**config.mk**
```make
export PLATFORM = sky130hd
export DESIGN_NAME = vibration_baseline_detector
export DESIGN_NICKNAME = d
export VERILOG_FILES = /design/src/hdl/vbd_pkg.sv /design/src/hdl/vbd_calib.sv /design/src/hdl/vbd_score.sv /design/src/hdl/vibration_baseline_detector.sv
export SDC_FILE = /design/constraint.sdc
export NUM_CORES = 2
export LEC_CHECK = 0
export BUFFER_PORTS_ARGS = -buffer_cell sky130_fd_sc_hd__buf_2
export CAP_MARGIN = 20
export CORE_UTILIZATION = 45
export DETAILED_ROUTE_END_ITERATION = 12
export HOLD_SLACK_MARGIN = 0.06
export PLACE_DENSITY_LB_ADDON = 0.3
export SLEW_MARGIN = 20
export SYNTH_ARGS = -nofsm -noshare
export SYNTH_HDL_FRONTEND = slang
export SYNTH_SLANG_ARGS = --single-unit
```
**constraint.sdc**
```tcl
create_clock -name clock -period 31.6 [get_ports clock]
set_input_delay 6.32 -clock clock [delete_from_list [all_inputs] [get_ports clock]]
set_output_delay 6.32 -clock clock [all_outputs]
set_load 0.01 [all_outputs]
```
**src/hdl/vbd_pkg.sv**
```systemverilog
// Shared types, constants and helper functions for the vibration baseline detector.
`default_nettype none

package vbd_pkg;

   // sample geometry: three accel axes then three gyro axes
   localparam int AXES        = 6;
   localparam int AXIS_W      = $clog2(AXES);
   localparam int SAMPLE_W    = 16;
   localparam int BASE_W      = 16;   // baseline magnitude, 0..32768
   localparam int DEV_W       = 16;   // per-axis deviation, 0..32768
   localparam int SUM_W       = 18;   // six deviations, at most 196608
   localparam int SCORE_W     = 16;
   localparam int THRESH_W    = 16;

   // defaults
   localparam int CAL_SAMPLES_DEF = 10;
   localparam logic [THRESH_W-1:0] THRESH_RESET = THRESH_W'(150);

   // floor(x / 6) for x below 2**SUM_W: x * ceil(2**(SUM_W+3) / 6) >> (SUM_W+3)
   localparam int DIV6_SHIFT = SUM_W + 3;
   localparam int DIV6_M_W   = SUM_W + 1;
   localparam logic [63:0] DIV6_M_64 = ((64'd1 << DIV6_SHIFT) + 64'd5) / 64'd6;
   localparam logic [DIV6_M_W-1:0] DIV6_M = DIV6_M_64[DIV6_M_W-1:0];

   // stream word packing
   localparam int REQ_DATA_W = AXES * SAMPLE_W;
   localparam int RSP_DATA_W = 24;   // vibration, motion_score, zero fill

   typedef logic signed [SAMPLE_W-1:0] sample_type;
   typedef sample_type [AXES-1:0]       sample_vec_type;
   typedef logic [BASE_W-1:0]           base_mag_type;
   typedef base_mag_type [AXES-1:0]     base_vec_type;

   typedef struct packed {
      logic calibrating;   // next item goes into the baseline sums
      logic busy;          // baselines being divided out, hold the pipe
   } calib_status_type;

   typedef enum logic [0:0] {
      DIV_IDLE,
      DIV_RUN
   } div_state_type;

   // unsigned magnitude of a signed sample; -32768 maps to 32768
   function automatic logic [DEV_W-1:0] sample_mag(input sample_type s);
      logic [DEV_W-1:0] raw;
      raw = DEV_W'(s);
      return s[SAMPLE_W-1] ? (~raw + DEV_W'(1)) : raw;
   endfunction

   // floor divide of the deviation sum by six
   function automatic logic [SCORE_W-1:0] div_by_six(input logic [SUM_W-1:0] x);
      logic [SUM_W+DIV6_M_W-1:0] prod;
      prod = {{DIV6_M_W{1'b0}}, x} * {{SUM_W{1'b0}}, DIV6_M};
      return prod[DIV6_SHIFT +: SCORE_W];
   endfunction

endpackage

`default_nettype wire

```
**src/hdl/vbd_calib.sv**
```systemverilog
// Calibration sums, sample counter and the shared divider that forms the baselines.
`default_nettype none

module vbd_calib #(
   parameter int CAL_SAMPLES = vbd_pkg::CAL_SAMPLES_DEF
) (
   input  wire logic                      clock,
   input  wire logic                      reset,
   input  wire logic                      step,      // an item leaves the input stage
   input  wire vbd_pkg::sample_vec_type   samples,
   output vbd_pkg::calib_status_type      status,
   output vbd_pkg::base_vec_type          baselines
);
   import vbd_pkg::*;

   localparam int CNT_W  = $clog2(CAL_SAMPLES + 1);
   localparam int ACC_W  = SAMPLE_W + CNT_W;
   localparam int MAG_W  = ACC_W - 1;
   localparam int SHIFT  = MAG_W + $clog2(CAL_SAMPLES);
   localparam int M_W    = MAG_W + 1;
   localparam int PROD_W = MAG_W + M_W;
   localparam logic [63:0] RECIP_64 =
      ((64'd1 << SHIFT) + 64'(CAL_SAMPLES) - 64'd1) / 64'(CAL_SAMPLES);
   localparam logic [M_W-1:0]   RECIP    = RECIP_64[M_W-1:0];
   localparam logic [CNT_W-1:0] CAL_N    = CNT_W'(CAL_SAMPLES);
   localparam logic [CNT_W-1:0] LAST_CAL = CNT_W'(CAL_SAMPLES - 1);
   localparam logic [AXIS_W-1:0] LAST_AXIS = AXIS_W'(AXES - 1);

   logic signed [ACC_W-1:0] acc_ff [AXES];
   logic signed [ACC_W-1:0] acc_in [AXES];
   logic [CNT_W-1:0]        count_ff, count_in;
   base_mag_type            base_ff [AXES];
   div_state_type           state_ff, state_in;
   logic [AXIS_W-1:0]       idx_ff, idx_in;
   logic [AXIS_W-1:0]       wb_idx_ff;
   logic                    prod_valid_ff, prod_valid_in;
   logic [PROD_W-1:0]       prod_ff;
   logic                    cal_active;
   logic                    cal_step;
   logic signed [ACC_W-1:0] acc_sel;
   logic [MAG_W-1:0]        acc_mag;

   assign cal_active = (count_ff < CAL_N);
   assign cal_step   = step && cal_active;

   // running sums and item count
   always_comb begin
      count_in = count_ff;
      for (int i = 0; i < AXES; i++) begin
         acc_in[i] = acc_ff[i];
      end
      if (cal_step) begin
         count_in = count_ff + CNT_W'(1);
         for (int i = 0; i < AXES; i++) begin
            acc_in[i] = acc_ff[i] +
               {{(ACC_W-SAMPLE_W){samples[i][SAMPLE_W-1]}}, samples[i]};
         end
      end
   end

   always_ff @(posedge clock) begin
      if (reset) begin
         count_ff <= '0;
         for (int i = 0; i < AXES; i++) begin
            acc_ff[i] <= '0;
         end
      end else begin
         count_ff <= count_in;
         for (int i = 0; i < AXES; i++) begin
            acc_ff[i] <= acc_in[i];
         end
      end
   end

   // divider sequencer: one axis per cycle through the shared multiplier
   always_comb begin
      state_in      = state_ff;
      idx_in        = idx_ff;
      prod_valid_in = 1'b0;
      unique case (state_ff)
         DIV_IDLE: begin
            idx_in = '0;
            if (cal_step && (count_ff == LAST_CAL)) begin
               state_in = DIV_RUN;
            end
         end
         DIV_RUN: begin
            prod_valid_in = 1'b1;
            idx_in        = idx_ff + AXIS_W'(1);
            if (idx_ff == LAST_AXIS) begin
               state_in = DIV_IDLE;
               idx_in   = '0;
            end
         end
         default: begin
            state_in = DIV_IDLE;
            idx_in   = '0;
         end
      endcase
   end

   always_ff @(posedge clock) begin
      if (reset) begin
         state_ff      <= DIV_IDLE;
         idx_ff        <= '0;
         prod_valid_ff <= 1'b0;
      end else begin
         state_ff      <= state_in;
         idx_ff        <= idx_in;
         prod_valid_ff <= prod_valid_in;
      end
   end

   // |sum| times the reciprocal; the quotient is floor(|sum| / N) = |trunc(sum / N)|
   assign acc_sel = acc_ff[idx_ff];
   assign acc_mag = acc_sel[ACC_W-1] ? MAG_W'(-acc_sel) : MAG_W'(acc_sel);

   always_ff @(posedge clock) begin
      prod_ff   <= {{M_W{1'b0}}, acc_mag} * {{MAG_W{1'b0}}, RECIP};
      wb_idx_ff <= idx_ff;
   end

   // baseline magnitudes, written back in the cycle after the multiply
   always_ff @(posedge clock) begin
      if (reset) begin
         for (int i = 0; i < AXES; i++) begin
            base_ff[i] <= '0;
         end
      end else if (prod_valid_ff) begin
         base_ff[wb_idx_ff] <= prod_ff[SHIFT +: BASE_W];
      end
   end

   always_comb begin
      for (int i = 0; i < AXES; i++) begin
         baselines[i] = base_ff[i];
      end
   end

   assign status.calibrating = cal_active;
   assign status.busy        = (state_ff != DIV_IDLE) || prod_valid_ff;

   // checks
   a_count_bound: assert property (@(posedge clock) disable iff (reset)
      count_ff <= CAL_N)
      else $error("calibration count ran past the sample total");

   a_run_after_cal: assert property (@(posedge clock) disable iff (reset)
      (state_ff == DIV_RUN) |-> (count_ff == CAL_N))
      else $error("divider running before calibration finished");

   a_no_step_busy: assert property (@(posedge clock) disable iff (reset)
      step |-> !status.busy)
      else $error("item stepped while baselines were being formed");

   a_wb_follows_run: assert property (@(posedge clock) disable iff (reset)
      prod_valid_ff |-> $past(state_ff == DIV_RUN))
      else $error("baseline write without a multiply in flight");

endmodule

`default_nettype wire

```
**src/hdl/vbd_score.sv**
```systemverilog
// Per-axis deviation from baseline, six-way sum, average and threshold compare.
`default_nettype none

module vbd_score (
   input  wire vbd_pkg::sample_vec_type           samples,
   input  wire vbd_pkg::base_vec_type             baselines,
   input  wire logic [vbd_pkg::THRESH_W-1:0]      threshold,
   input  wire logic                              calibrating,
   output logic [vbd_pkg::SCORE_W-1:0]            score,
   output logic                                   vibration
);
   import vbd_pkg::*;

   logic [DEV_W-1:0]   s_mag [AXES];
   logic [DEV_W-1:0]   dev   [AXES];
   logic [SUM_W-1:0]   dev_sum;
   logic [SCORE_W-1:0] avg;

   // | |baseline| - |sample| | per axis
   always_comb begin
      for (int i = 0; i < AXES; i++) begin
         s_mag[i] = sample_mag(samples[i]);
         dev[i]   = (baselines[i] >= s_mag[i]) ? (baselines[i] - s_mag[i])
                                               : (s_mag[i] - baselines[i]);
      end
   end

   // sum as a small tree
   assign dev_sum = (SUM_W'(dev[0]) + SUM_W'(dev[1]) + SUM_W'(dev[2])) +
                    (SUM_W'(dev[3]) + SUM_W'(dev[4]) + SUM_W'(dev[5]));

   assign avg = div_by_six(dev_sum);

   // calibration items report nothing
   assign score     = calibrating ? '0 : avg;
   assign vibration = !calibrating && (avg > threshold);

endmodule

`default_nettype wire

```
**src/hdl/vibration_baseline_detector.sv**
```systemverilog
// Vibration baseline detector: stream stages, threshold register and submodules.
//
// Usage:
//   req_* carries one six-axis sample per word (accel x/y/z, gyro x/y/z).
//   rsp_* returns one result word per sample: a calibrating flag in tuser,
//   the vibration flag and the motion score in tdata.
//   csr_* writes the vibration threshold; write it only while the block is
//   idle. csr_ready is always high.
//   Each accepted word is registered in the input stage, its result in
//   the output stage. One sample per cycle is taken while rsp_tready is
//   high and no baselines are being formed; a new word is taken while a
//   result waits. The first CAL_SAMPLES words build the baselines. After
//   the last of them the input stage holds while one shared multiplier
//   turns the six sums into baselines, writing back each product in turn.
//   Reset (synchronous) clears the sums, count, baselines and pipeline
//   and sets the threshold to 150; calibration starts over.
//   When rsp_tready is low the result holds, the input stage fills, and
//   req_tready drops until the result is taken.
`default_nettype none

module vibration_baseline_detector #(
   parameter int CAL_SAMPLES = vbd_pkg::CAL_SAMPLES_DEF
) (
   input  wire logic                            clock,
   input  wire logic                            reset,
   // accel_x, accel_y, accel_z, gyro_x, gyro_y, gyro_z (16 bits each, lowest first)
   input  wire logic [vbd_pkg::REQ_DATA_W-1:0]  req_tdata,
   input  wire logic                            req_tvalid,
   output logic                                 req_tready,
   // vibration [0], motion_score [16:1], zero fill [23:17]
   output logic [vbd_pkg::RSP_DATA_W-1:0]       rsp_tdata,
   // calibrating [0]
   output logic                                 rsp_tuser,
   output logic                                 rsp_tvalid,
   input  wire logic                            rsp_tready,
   input  wire logic [vbd_pkg::THRESH_W-1:0]    csr_data,
   input  wire logic                            csr_valid,
   output logic                                 csr_ready
);
   import vbd_pkg::*;

   localparam int PAD_W = RSP_DATA_W - SCORE_W - 1;

   logic                  in_valid_ff;
   sample_vec_type        in_data_ff;
   logic                  rsp_valid_ff;
   logic                  rsp_cal_ff;
   logic                  rsp_vib_ff;
   logic [SCORE_W-1:0]    rsp_score_ff;
   logic [THRESH_W-1:0]   thresh_ff;
   logic                  advance;
   logic                  req_take;
   calib_status_type      cal_status;
   base_vec_type          baselines;
   logic [SCORE_W-1:0]    score;
   logic                  vibration;

   // an item moves to the output stage when that stage frees up and no baselines are being formed
   assign advance    = in_valid_ff && (!rsp_valid_ff || rsp_tready) && !cal_status.busy;
   assign req_tready = !in_valid_ff || advance;
   assign req_take   = req_tvalid && req_tready;

   // threshold register
   assign csr_ready = 1'b1;
   always_ff @(posedge clock) begin
      if (reset) begin
         thresh_ff <= THRESH_RESET;
      end else if (csr_valid) begin
         thresh_ff <= csr_data;
      end
   end

   // input stage
   always_ff @(posedge clock) begin
      if (reset) begin
         in_valid_ff <= 1'b0;
      end else if (req_take) begin
         in_valid_ff <= 1'b1;
      end else if (advance) begin
         in_valid_ff <= 1'b0;
      end
   end

   always_ff @(posedge clock) begin
      if (req_take) begin
         in_data_ff <= sample_vec_type'(req_tdata);
      end
   end

   vbd_calib #(
      .CAL_SAMPLES (CAL_SAMPLES)
   ) u_calib (
      .clock     (clock),
      .reset     (reset),
      .step      (advance),
      .samples   (in_data_ff),
      .status    (cal_status),
      .baselines (baselines)
   );

   vbd_score u_score (
      .samples     (in_data_ff),
      .baselines   (baselines),
      .threshold   (thresh_ff),
      .calibrating (cal_status.calibrating),
      .score       (score),
      .vibration   (vibration)
   );

   // output stage
   always_ff @(posedge clock) begin
      if (reset) begin
         rsp_valid_ff <= 1'b0;
      end else if (advance) begin
         rsp_valid_ff <= 1'b1;
      end else if (rsp_tready) begin
         rsp_valid_ff <= 1'b0;
      end
   end

   always_ff @(posedge clock) begin
      if (advance) begin
         rsp_cal_ff   <= cal_status.calibrating;
         rsp_vib_ff   <= vibration;
         rsp_score_ff <= score;
      end
   end

   assign rsp_tvalid = rsp_valid_ff;
   assign rsp_tuser  = rsp_cal_ff;
   assign rsp_tdata  = {{PAD_W{1'b0}}, rsp_score_ff, rsp_vib_ff};

   // checks
   a_cal_quiet: assert property (@(posedge clock) disable iff (reset)
      (rsp_valid_ff && rsp_cal_ff) |-> (!rsp_vib_ff && (rsp_score_ff == '0)))
      else $error("calibration word carries a score or vibration flag");

   a_vib_nonzero: assert property (@(posedge clock) disable iff (reset)
      (rsp_valid_ff && rsp_vib_ff) |-> (rsp_score_ff != '0))
      else $error("vibration flagged with a zero score");

   a_advance_lands: assert property (@(posedge clock) disable iff (reset)
      advance |=> rsp_valid_ff)
      else $error("advanced item did not reach the output stage");

endmodule

`default_nettype wire
```
==> flow_metrics.tcl <==
set metrics [dict create \
    outcome "finished clean" \
    cp_max_fo 23 \
    cts-root-buf "clkbuf_16" \
    remaining_drc_errors 0 \
    htreeDepth 2 \
    maxSlewViolCount 0 \
    max_freq_mhz 59.13 \
    clock_latency_ns 0.64 \
    track_usage_pct 25.20 \
    ios 145 \
    hold_class "reg2reg" \
    avgRoutedWirePerCell_um 19.93 \
    grt_max_degree 82 \
    drt_wl_total_mm 121.4 \
    synth_ff_type "edfxtp_1" \
    skew_ns 0.06012 \
    synth_top_area_share_pct 19.54 \
    areaGrowthSynthToFinish_pct 7.744 \
    async_flop_share_pct 0 \
    synth_cells 4743 \
    fin_setup_tns_ns 0 \
    cts_buffers 45 \
    cts-resized-gates 0 \
    nFillCells 8984 \
    antenna_found_initial 7 \
    final_area_um2 46010 \
    critPathKind "reg2reg" \
    cts_tree "done" \
    ys_seq_area_share_pct 22.55 \
    grt_pass1_wl_mm 185.9 \
    yosysTopAreaCell "ha_1" \
    register_area_um2 9630 \
    syn_avg_cell_area_um2 9.003 \
    final_nets 5842 \
    die_area_um2 96130 \
    max_stage_delay_ns 0.73 \
    ys_types 83 \
    start_util_pct 45.62 \
    avgViaCountPerCell 5.481 \
    setup_viol 0 \
    cp.arrival_ns 17.20 \
    critical_path.most_common_cell "a21oi_1" \
    drt_iter0_drc 2425 \
    placed_area_um2 44500 \
    synth_most_common_cell "inv_1" \
    synth_seq_cells 376 \
    endpoint_kind "register" \
    synth_edf_count 210 \
    hpwl_mm 100.2 \
    multi_input_area_um2 29760 \
    synth_area_leaders "ha_1 20%, edfxtp_1 15%, fa_1 12%, dfxtp_1 7.8%, inv_1 6.4%" \
    dr.pass1.iters 5 \
    grt_pass1_vias 32530 \
    synth_common_cells "724 x inv_1, 667 x ha_1, 356 x a21oi_1" \
    tightest_slew_ns 1.081 \
    cp_slowest_cell "a21o_1" \
    min_period_over_period_pct 53.51 \
    die_x_um 310.0 \
    required_ns 31.89 \
    hold_buffers 0 \
    ys_warn_count 0 \
    max_slew_margin_pct 27.40 \
    r2r_start "in_data_ff[0]" \
    max_cap_violations 0 \
    antenna_left 0 \
    diodes 0 \
    dr_total_vias 33370 \
    rsz0062_at_grt "no" \
    place.gp.congestion 0.9435 \
    netlist_area_um2 42700 \
    io_buffers 136 \
    fp.dieH_um 310.0 \
    post-route-min-period_ns 16.91 \
    clkTransAtPathRegs_ns 0.06 \
    cp-startpoint "in_data_ff[0]" \
    layout-drive-gt1-share_pct 6.165 \
    hold_viol_final 0 \
    rows 112 \
    grt_overflow 0 \
    cts_setup_buffers 0 \
    ctsLongestPathBuffers 3 \
    clock_sinks 376 \
    cp-start-kind "register" \
    core_region_area_um2 93610 \
    hp-start "u_calib.acc_ff[2][5]" \
]
[critical path: cells and delay by family, from the launching register on]
family | cells | cell delay, ns
and+or+nand+nor | 14 | 2.32
AOI/OAI and AO/OA | 26 | 6.89
buffers and inverters | 6 | 0.44
adders and majority gates | 13 | 4.94
DFF | 1 | 0.46
xor gates and xnor gates | 5 | 1.19
muxes | 1 | 0.29
[registers in the layout, indices dropped and copies added, names as in the netlist]
name / cells
u_calib.count_ff: 4
u_calib.prod_ff: 16
in_valid_ff: 1
rsp_score_ff: 16
u_calib.prod_valid_ff: 1
u_calib.wb_idx_ff: 3
rsp_vib_ff: 1
rsp_tuser: 1
u_calib.base_ff: 96
u_calib.idx_ff: 3
u_calib.acc_ff: 120
in_data_ff: 96
thresh_ff: 16
u_calib.state_ff: 1
rsp_tvalid: 1
[metal layers]
metal | track usage (%) | up-vias | wire (um)
met5 | 0 | - | 12
met4 | 7.458 | 2 | 3729
met3 | 2.772 | 169 | 6568
met2 | 42.19 | 810 | 57070
met1 | 34.13 | 16120 | 53990
li1 | - | 16270 | -
[worst paths after layout]
| kind | end | slack, ns | cells after the start |
|---|---|---|---|
| max reg2reg | rsp_vib_ff | 14.69 | 65 |
| min reg2reg | u_calib.acc_ff[2][5] | 0.47 | 2 |
| max | rsp_vib_ff | 14.69 | 65 |
| min | u_calib.acc_ff[2][5] | 0.47 | 2 |
[through the flow]
step | util [%] | worst slack, ns | cells | hold slack (ns)
2_1_floorplan | - | 16.68 | 4749 | 0.3290
3_3_place_gp | 47.54 | 15.19 | 6004 | 0.4551
3_5_place_dp | 47.54 | 14.86 | 6004 | 0.4615
4_1_cts | 49.15 | 14.72 | 6088 | 0.4704
5_1_grt | 49.15 | 13.40 | 6088 | 0.4981
6_report | 49.15 | 14.69 | 6088 | 0.4711
[placed cells by master, fill, tap and decap left out, types with 11 or more instances in the layout]
cell type,count
a21oi_1,356
a31oi_1,24
fa_1,261
a211oi_1,38
mux4_2,20
and3_1,32
nand4_1,35
o21ai_0,201
nor3_1,52
and2_1,30
mux2i_1,77
inv_1,724
nor2_1,275
buf_2,135
o211ai_1,17
clkbuf_16,45
o21a_1,28
or3_1,17
a21o_1,177
nand2_1,354
o31ai_1,24
or4_1,11
nand3_1,53
nor2b_1,64
ha_1,667
mux2_2,21
xnor2_1,237
dfxtp_1,165
o21bai_1,42
a211o_1,12
xor2_1,111
buf_4,19
edfxtp_1,210
o211a_1,16
o41ai_1,13
or2_2,11
nand2b_1,61
a221o_1,11
[cell type report]
class / instances / share of cell area, %
Multi-Input combinational cell: 3494 / 64.68
Tap cell: 1254 / 3.410
Sequential cell: 376 / 20.93
Inverter: 726 / 5.923
Clock buffer: 57 / 2.611
Timing Repair Buffer: 154 / 1.779
Clock inverter: 27 / 0.6636
[logic make-up (layout without fill, tap and decap cells)]
| group | Yosys count | after routing | synth area share, % |
|---|---|---|---|
| buffers and inverters | 879 | 964 | 7.870 |
| and+or+nand+nor | 1033 | 1033 | 11.33 |
| other | 2 | 8 | 0.01759 |
| adders and majority gates | 928 | 928 | 31.78 |
| DFF | 376 | 376 | 22.55 |
| AOI/OAI and AO/OA | 1059 | 1059 | 15.90 |
| muxes | 118 | 118 | 3.414 |
| xor gates and xnor gates | 348 | 348 | 7.138 |
Power is not shown: default switching activity piles up to over one toggle a cycle in this logic, so the estimate is an artifact.
